File: src/design/ps2_host_interface_assert.svh
// Assertion macros for the PS/2 host port.
`ifndef PS2_HOST_INTERFACE_ASSERT_SVH
`define PS2_HOST_INTERFACE_ASSERT_SVH

// Same-cycle implication, checked outside reset.
`define PS2HI_ASSERT_NOW(label, ante, cons) \
  label: assert property (@(posedge clk) disable iff (!rst_n) (ante) |-> (cons)) \
    else $error("%m: assertion failed");

// Next-cycle implication, checked outside reset.
`define PS2HI_ASSERT_NEXT(label, ante, cons) \
  label: assert property (@(posedge clk) disable iff (!rst_n) (ante) |=> (cons)) \
    else $error("%m: assertion failed");

`endif

File: src/design/ps2hi_pkg.sv
// Shared types and constants for the PS/2 host port.
`timescale 1ns / 1ps

package ps2hi_pkg;

  localparam int TIMER_BITS = 16;
  localparam int CFG_BITS   = 16;
  localparam int FRAME_BITS = 11;

  localparam logic [3:0] LAST_EDGE = 4'd10;
  localparam logic [TIMER_BITS-1:0] TIMER_MAX = {TIMER_BITS{1'b1}};

  localparam logic [CFG_BITS-1:0] RX_TIMEOUT_RESET = 16'd256;
  localparam logic [CFG_BITS-1:0] TX_TIMEOUT_RESET = 16'd4096;

  typedef enum logic [1:0] {
    CMD_EDGE = 2'd0,
    CMD_TICK = 2'd1,
    CMD_SEND = 2'd2,
    CMD_READ = 2'd3
  } cmd_t;

  typedef enum logic {
    REG_RX_TIMEOUT = 1'b0,
    REG_TX_TIMEOUT = 1'b1
  } reg_idx_t;

endpackage

File: src/design/ps2_host_interface.sv
// PS/2 host port: event-driven frame receiver, command transmitter and timer.
// Usage:
//   Input channel (in_valid/in_ready) carries one event per item: a keyboard
//   clock falling edge with the sampled data level, a timer tick, a send
//   request with a command byte, or a read of the received code.
//   Result channel (out_valid/out_ready) returns exactly one item per event:
//   the line drive level, read status and code, and status flags.
//   Configuration port (cfg_we/cfg_index/cfg_wdata) sets the receive and
//   transmit timeouts in ticks; write only while no event is in flight.
// Timing:
//   An event is handled in the cycle it is accepted; its result is held in
//   the output register from the next cycle on.
//   One event per cycle is sustained while out_ready stays high; the single
//   output register sets that figure.
// Reset:
//   rst_n low clears all port state, empties the output register and loads
//   the timeout defaults (256 receive, 4096 transmit).
// Stall:
//   With out_ready low the result holds and in_ready drops, so no further
//   event is taken until the result is consumed.
`timescale 1ns / 1ps
`include "ps2_host_interface_assert.svh"

module ps2_host_interface (
  input  logic                          clk,
  input  logic                          rst_n,
  input  logic                          in_valid,
  output logic                          in_ready,
  input  logic [1:0]                    in_cmd,
  input  logic                          in_data_level,
  input  logic [7:0]                    in_send_byte,
  output logic                          out_valid,
  input  logic                          out_ready,
  output logic                          out_drive_data_low,
  output logic [7:0]                    out_code,
  output logic                          out_code_valid,
  output logic                          out_frame_error,
  output logic                          out_code_pending,
  output logic                          out_sending,
  output logic                          out_timed_out,
  output logic                          out_send_done,
  output logic                          out_ack_seen,
  output logic                          out_send_rejected,
  input  logic                          cfg_we,
  input  logic                          cfg_index,
  input  logic [ps2hi_pkg::CFG_BITS-1:0] cfg_wdata
);

  logic [ps2hi_pkg::CFG_BITS-1:0]   rx_limit_r, tx_limit_r;
  logic [ps2hi_pkg::FRAME_BITS-1:0] frame_r, frame_nxt;
  logic [3:0]                       bit_cnt_r, bit_cnt_nxt;
  logic                             pending_r, pending_nxt;
  logic                             tx_r, tx_nxt;
  logic                             tmr_run_r, tmr_run_nxt;
  logic [ps2hi_pkg::TIMER_BITS-1:0] tmr_cnt_r, tmr_cnt_nxt;
  logic                             tmr_sel_r, tmr_sel_nxt;

  logic                             out_valid_r;
  logic                             drive_r, drive_nxt;
  logic [7:0]                       code_r, code_nxt;
  logic                             valid_r, valid_nxt;
  logic                             ferr_r, ferr_nxt;
  logic                             tout_r, tout_nxt;
  logic                             done_r, done_nxt;
  logic                             ack_r, ack_nxt;
  logic                             rej_r, rej_nxt;

  logic                             in_fire;
  logic [ps2hi_pkg::TIMER_BITS-1:0] tmr_inc;
  logic [ps2hi_pkg::CFG_BITS-1:0]   tmr_lim;
  logic [3:0]                       drive_idx;

  assign in_ready = !out_valid_r || out_ready;
  assign in_fire  = in_valid && in_ready;

  assign tmr_inc = (tmr_cnt_r == ps2hi_pkg::TIMER_MAX) ? tmr_cnt_r
                                                       : tmr_cnt_r + 1'b1;
  assign tmr_lim = tmr_sel_r ? tx_limit_r : rx_limit_r;

  always_comb begin
    frame_nxt   = frame_r;
    bit_cnt_nxt = bit_cnt_r;
    pending_nxt = pending_r;
    tx_nxt      = tx_r;
    tmr_run_nxt = tmr_run_r;
    tmr_cnt_nxt = tmr_cnt_r;
    tmr_sel_nxt = tmr_sel_r;
    code_nxt    = 8'd0;
    valid_nxt   = 1'b0;
    ferr_nxt    = 1'b0;
    tout_nxt    = 1'b0;
    done_nxt    = 1'b0;
    ack_nxt     = 1'b0;
    rej_nxt     = 1'b0;
    unique case (ps2hi_pkg::cmd_t'(in_cmd))
      ps2hi_pkg::CMD_EDGE: begin
        // first edge of a frame restarts the timer on the receive limit
        if (bit_cnt_r == 4'd0) begin
          tmr_run_nxt = 1'b1;
          tmr_cnt_nxt = '0;
          tmr_sel_nxt = 1'b0;
        end
        if (tx_r) begin
          if (bit_cnt_r == ps2hi_pkg::LAST_EDGE) begin
            tx_nxt      = 1'b0;
            tmr_run_nxt = 1'b0;
            done_nxt    = 1'b1;
            ack_nxt     = !in_data_level;
            bit_cnt_nxt = 4'd0;
          end else begin
            bit_cnt_nxt = bit_cnt_r + 4'd1;
          end
        end else if (!pending_r) begin
          if (bit_cnt_r <= ps2hi_pkg::LAST_EDGE) begin
            frame_nxt[bit_cnt_r] = in_data_level;
          end
          if (bit_cnt_r == ps2hi_pkg::LAST_EDGE) begin
            tmr_run_nxt = 1'b0;
            pending_nxt = 1'b1;
            bit_cnt_nxt = 4'd0;
          end else begin
            bit_cnt_nxt = bit_cnt_r + 4'd1;
          end
        end
      end
      ps2hi_pkg::CMD_TICK: begin
        if (tmr_run_r) begin
          tmr_cnt_nxt = tmr_inc;
          if ((tmr_inc >= ps2hi_pkg::TIMER_BITS'(tmr_lim)) ||
              (tmr_inc == ps2hi_pkg::TIMER_MAX)) begin
            tmr_run_nxt = 1'b0;
            bit_cnt_nxt = 4'd0;
            tx_nxt      = 1'b0;
            tout_nxt    = 1'b1;
          end
        end
      end
      ps2hi_pkg::CMD_SEND: begin
        if (tx_r) begin
          rej_nxt = 1'b1;
        end else begin
          // byte and odd parity overwrite the low bits; upper bits hold
          frame_nxt   = {frame_r[10:9], ~^in_send_byte, in_send_byte};
          tx_nxt      = 1'b1;
          bit_cnt_nxt = 4'd0;
          tmr_run_nxt = 1'b1;
          tmr_cnt_nxt = '0;
          tmr_sel_nxt = 1'b1;
        end
      end
      ps2hi_pkg::CMD_READ: begin
        if (pending_r) begin
          if (!frame_r[0] && frame_r[10]) begin
            frame_nxt = {1'b0, frame_r[10:1]};
            if ((^frame_r[8:1]) ^ frame_r[9]) begin
              code_nxt  = frame_r[8:1];
              valid_nxt = 1'b1;
            end
          end
          ferr_nxt    = !valid_nxt;
          pending_nxt = 1'b0;
        end
      end
      default: ;
    endcase
  end

  // drive level follows the state after the event
  assign drive_idx = bit_cnt_nxt - 4'd1;
  always_comb begin
    drive_nxt = 1'b0;
    if (tx_nxt) begin
      if (bit_cnt_nxt == 4'd0) begin
        drive_nxt = 1'b1;
      end else if (bit_cnt_nxt <= 4'd9) begin
        drive_nxt = !frame_nxt[drive_idx];
      end
    end
  end

  always_ff @(posedge clk) begin
    if (!rst_n) begin
      rx_limit_r  <= ps2hi_pkg::RX_TIMEOUT_RESET;
      tx_limit_r  <= ps2hi_pkg::TX_TIMEOUT_RESET;
      frame_r     <= '0;
      bit_cnt_r   <= 4'd0;
      pending_r   <= 1'b0;
      tx_r        <= 1'b0;
      tmr_run_r   <= 1'b0;
      tmr_cnt_r   <= '0;
      tmr_sel_r   <= 1'b0;
      out_valid_r <= 1'b0;
    end else begin
      if (cfg_we) begin
        unique case (ps2hi_pkg::reg_idx_t'(cfg_index))
          ps2hi_pkg::REG_RX_TIMEOUT: rx_limit_r <= cfg_wdata;
          ps2hi_pkg::REG_TX_TIMEOUT: tx_limit_r <= cfg_wdata;
          default: ;
        endcase
      end
      if (in_fire) begin
        frame_r   <= frame_nxt;
        bit_cnt_r <= bit_cnt_nxt;
        pending_r <= pending_nxt;
        tx_r      <= tx_nxt;
        tmr_run_r <= tmr_run_nxt;
        tmr_cnt_r <= tmr_cnt_nxt;
        tmr_sel_r <= tmr_sel_nxt;
      end
      if (in_fire) begin
        out_valid_r <= 1'b1;
      end else if (out_ready) begin
        out_valid_r <= 1'b0;
      end
    end
  end

  // result payload, loaded with each accepted item
  always_ff @(posedge clk) begin
    if (in_fire) begin
      drive_r <= drive_nxt;
      code_r  <= code_nxt;
      valid_r <= valid_nxt;
      ferr_r  <= ferr_nxt;
      tout_r  <= tout_nxt;
      done_r  <= done_nxt;
      ack_r   <= ack_nxt;
      rej_r   <= rej_nxt;
    end
  end

  assign out_valid          = out_valid_r;
  assign out_drive_data_low = drive_r;
  assign out_code           = code_r;
  assign out_code_valid     = valid_r;
  assign out_frame_error    = ferr_r;
  assign out_code_pending   = pending_r;
  assign out_sending        = tx_r;
  assign out_timed_out      = tout_r;
  assign out_send_done      = done_r;
  assign out_ack_seen       = ack_r;
  assign out_send_rejected  = rej_r;

  `PS2HI_ASSERT_NOW(a_read_excl, out_valid_r, !(valid_r && ferr_r))
  `PS2HI_ASSERT_NOW(a_code_only_valid, out_valid_r && !valid_r, code_r == 8'd0)
  `PS2HI_ASSERT_NOW(a_done_idle, out_valid_r && (done_r || tout_r), !tx_r && !drive_r)
  `PS2HI_ASSERT_NEXT(a_send_starts, in_fire && in_cmd == ps2hi_pkg::CMD_SEND && !tx_r,
                     tx_r && drive_r && bit_cnt_r == 4'd0)

endmodule

File: config.mk
export PLATFORM = sky130hd
export DESIGN_NAME = ps2_host_interface
export DESIGN_NICKNAME = d
export VERILOG_FILES = /design/src/design/ps2hi_pkg.sv /design/src/design/ps2_host_interface.sv
export VERILOG_INCLUDE_DIRS = /design/src /design/src/design
export SDC_FILE = /design/constraint.sdc
export NUM_CORES = 1
export LEC_CHECK = 0
export BUFFER_PORTS_ARGS = -buffer_cell sky130_fd_sc_hd__buf_4
export CAP_MARGIN = 20
export CORE_MARGIN = 5
export CORE_UTILIZATION = 65
export CTS_BUF_LIST = sky130_fd_sc_hd__clkbuf_16
export DETAILED_ROUTE_END_ITERATION = 10
export HOLD_SLACK_MARGIN = 0.02
export PLACE_DENSITY = 0.92
export SLEW_MARGIN = 20
export SYNTH_ARGS = -nofsm -noshare
export SYNTH_HDL_FRONTEND = slang
export SYNTH_SLANG_ARGS = --single-unit
File: constraint.sdc
create_clock -name clk -period 10.35 [get_ports clk]
set_input_delay 1.035 -clock clk [delete_from_list [all_inputs] [get_ports clk]]
set_output_delay 1.035 -clock clk [all_outputs]
set_load 0.01 [all_outputs]
==> flow_metrics.env <==
export IMPL_outcome="finished, final reports clean"
export IMPL_wl_met1_um=5840
export IMPL_worstMarginPinSlew_ps=1170
export IMPL_wl_met3_um=1330
export IMPL_start_util=0.658
export IMPL_setup_viol=0
export IMPL_globalplace_congestion=0.954
export IMPL_worstHoldPathType="reg2reg"
export IMPL_final_common_cell="nand2_1"
export IMPL_slew_viol_final=0
export IMPL_wirelength_um=14200
export IMPL_rows=34
export IMPL_first_iter_violations=553
export IMPL_max_clock_freq_mhz=176
export IMPL_yosysUniqueCellTypes=76
export IMPL_hold_end="rx_limit_r[2]$_SDFFE_PN0P_"
export IMPL_grt_max_degree=69
export IMPL_drc=0
export IMPL_wl_per_cell_um=17.7
export IMPL_drive_gt1_frac=0.154
export IMPL_nets=741
export IMPL_layout_common_cells="nand2_1, dfxtp_1, buf_4, a21boi_0, nor2_1"
export IMPL_ys_flop_type="dfxtp_1"
export IMPL_yosysWarnings=0
export IMPL_timing_slew_headroom=0.216
export IMPL_numPortBuffers=51
export IMPL_highest_layer="met4"
export IMPL_cts_tree="yes"
export IMPL_post_cts_buffers=0
export IMPL_die_y_um=103
export IMPL_worstRegToRegCells=22
export IMPL_die_w_um=103
export IMPL_grt_overflow=0
export IMPL_synth_area_per_cell_um2=8.39
export IMPL_cellLeakagePower_nw=2.34
export IMPL_clkSinkCount=83
export IMPL_rrSetupSlack_ps=4670
export IMPL_path_class="reg2reg"
export IMPL_hp_start="rx_limit_r[2]$_SDFFE_PN0P_"
export IMPL_ys_seq_elements=83
export IMPL_grt_pass1_vias=4805
export IMPL_die_area_um2=10700
export IMPL_path_clk_slew_ps=70
export IMPL_vias=5196
export IMPL_insertion_delay_ps=350
export IMPL_core_um2=8590
export IMPL_htree_levels=3
export IMPL_grt_usage=0.270
export IMPL_holdBufCountCts=0
export IMPL_dr_pass1_iters=5
export IMPL_root_buffer="clkbuf_16"
export IMPL_synth_edf_count=15
export IMPL_cp_max_fo=15
export IMPL_io_pins=52
export IMPL_ant_nets=0
export IMPL_ir_drop_uv=88.7
export IMPL_synth_seq_area_share=0.320
export IMPL_nFillCells=627
export IMPL_async_flop_share=0
export IMPL_cts_resized_gates=0
export IMPL_hold_viol_final=0
export IMPL_synthCells=674
export IMPL_rsz0062_at_grt="no"
export IMPL_fin_setup_tns_ps=0
export IMPL_fin_crit_sh=0.548
export IMPL_worst_setup_path_end_kind="flip-flop"
export IMPL_start_kind="flip-flop"
export IMPL_met2_length_um=6640
export IMPL_syn_area_um2=5650
export IMPL_reg2reg_to="out_drive_data_low$_SDFFCE_PN0P_"
export IMPL_r2r_start="tmr_cnt_r[0]$_SDFFE_PN0P_"
export IMPL_vias_per_cell=6.51
export IMPL_area_delta_synth_final_pct=10.1
export IMPL_cts_made_buffers=9
export IMPL_grt_first_pass_wirelength_um=23000
export IMPL_antenna_found_initial=0
export IMPL_antenna_cells=0
export IMPL_finalPower_mw=0.798
export IMPL_hpwl_um=9880
export IMPL_required_ps=10520
export IMPL_arrival_ps=5840
export IMPL_max_cap_violations=0
export IMPL_finClkSkew_ps=10.5
export IMPL_cts_max_path_buffers=2
export IMPL_syn_nets=730
export IMPL_min_period_ps=5680
export IMPL_p_per_area_nw_per_um2=128
export IMPL_min_path_cells=2
## registers in the layout, indices dropped and copies added (netlist names), 4 cells and up
register and count:
out_code 8, rx_limit_r 16, tx_limit_r 16, frame_r 11
bit_cnt_r 4, tmr_cnt_r 16
## how the worst max path moves through the flow
stage,from,endpoint,slack (ps)
2_1_floorplan,tmr_cnt_r[1]$_SDFFE_PN0P_,out_drive_data_low$_SDFFCE_PN0P_,5410
3_3_place_gp,tmr_cnt_r[0]$_SDFFE_PN0P_,out_drive_data_low$_SDFFCE_PN0P_,5050
3_5_place_dp,tmr_cnt_r[0]$_SDFFE_PN0P_,out_drive_data_low$_SDFFCE_PN0P_,4770
4_1_cts,tmr_cnt_r[0]$_SDFFE_PN0P_,out_drive_data_low$_SDFFCE_PN0P_,4720
5_1_grt,tmr_cnt_r[0]$_SDFFE_PN0P_,out_drive_data_low$_SDFFCE_PN0P_,4320
6_report,tmr_cnt_r[0]$_SDFFE_PN0P_,out_drive_data_low$_SDFFCE_PN0P_,4670
## stage by stage
stage / utilization / hold WS (ps) / std cells / worst slack (ps) / area [µm²]
after CTS: 0.724 / 467 / 798 / 4720 / 6220
after global placement: 0.691 / 450 / 782 / 5050 / 5940
after global routing: 0.724 / 491 / 798 / 4320 / 6220
after floorplan: - / 440 / 674 / 5410 / 5650
after detailed placement: 0.691 / 457 / 782 / 4770 / 5940
final: 0.724 / 465 / 798 / 4670 / 6220
## logic make-up (layout without fill, tap and decap cells)
| family | count (synthesis) | in the layout | share of synthesized area |
|---|---|---|---|
| and+or+nand+nor | 263 | 263 | 0.236 |
| DFF | 83 | 83 | 0.320 |
| AOI/OAI and AO/OA | 168 | 168 | 0.211 |
| adders and majority gates | 23 | 23 | 0.0509 |
| buffers and inverters | 65 | 81 | 0.0527 |
| xor gates and xnor gates | 27 | 27 | 0.0418 |
| muxes | 45 | 45 | 0.0872 |
## cell usage after synthesis, types with 3 or more instances
| master | n | area share |
|---|---|---|
| buf_2 | 3 | 0.0027 |
| o21a_1 | 4 | 0.0053 |
| inv_1 | 12 | 0.0080 |
| nand3_1 | 17 | 0.015 |
| ha_1 | 23 | 0.051 |
| a41oi_1 | 5 | 0.0077 |
| edfxtp_1 | 15 | 0.080 |
| buf_4 | 7 | 0.0093 |
| nand4_1 | 5 | 0.0055 |
| and2_1 | 19 | 0.021 |
| a21o_1 | 4 | 0.0053 |
| dfxtp_1 | 68 | 0.24 |
| o221ai_1 | 6 | 0.0093 |
| and3_1 | 4 | 0.0044 |
| nand2_1 | 112 | 0.074 |
| a21oi_1 | 27 | 0.024 |
| nor2_1 | 35 | 0.023 |
| xor2_1 | 4 | 0.0062 |
| nor3_1 | 11 | 0.0097 |
| a31oi_1 | 4 | 0.0044 |
| xnor2_1 | 23 | 0.036 |
| mux2_2 | 14 | 0.028 |
| nor2b_1 | 20 | 0.022 |
| a21boi_0 | 38 | 0.050 |
| o211a_1 | 3 | 0.0053 |
| or3_1 | 3 | 0.0033 |
| and4_1 | 3 | 0.0046 |
| mux2i_1 | 29 | 0.051 |
| o211ai_1 | 5 | 0.0066 |
| nor4_1 | 4 | 0.0044 |
| clkbuf_1 | 38 | 0.025 |
| a22oi_1 | 13 | 0.017 |
| nand2b_1 | 13 | 0.014 |
| o21ai_0 | 31 | 0.027 |
## power by group
group,switching [mW],internal [mW],total (mW)
Combinational,0.0715,0.0589,0.130
Clock,0.144,0.166,0.310
Sequential,0.0162,0.341,0.358
## layout make-up
class / count / area [µm²] / share of cell area
flip-flops and latches: 83 / 1810 / 0.291
inverters: 12 / 45.0 / 0.00724
repair buffers: 53 / 398 / 0.0639
clock inverters: 7 / 55.1 / 0.00885
multi-input cells: 526 / 3550 / 0.571
clock buffers: 9 / 225 / 0.0362
well taps: 108 / 135 / 0.0217
## worst max-delay path, cell delays in order, from the launching register on
cell	delay [ps]
dfxtp_1	480
ha_1	410
and4_1	360
nand4_4	270
nand2_1	230
nor3_1	80
xor2_1	160
ha_1	350
nand4_1	150
nor3_1	60
or3_1	300
a211o_1	290
a21o_1	190
a31o_4	250
a31o_2	260
inv_1	140
ha_1	330
nand2_1	160
nor2_1	70
a311oi_2	340
nor2_1	100
a211o_1	280
nor4_1	240
## routing by layer
layer,vias to the layer above,track usage
li1,2423,-
met1,2446,0.369
met2,287,0.429
met3,40,0.0483
met4,0,0.0986
met5,-,0
No activity file was read; power rests on OpenSTA's default activity.
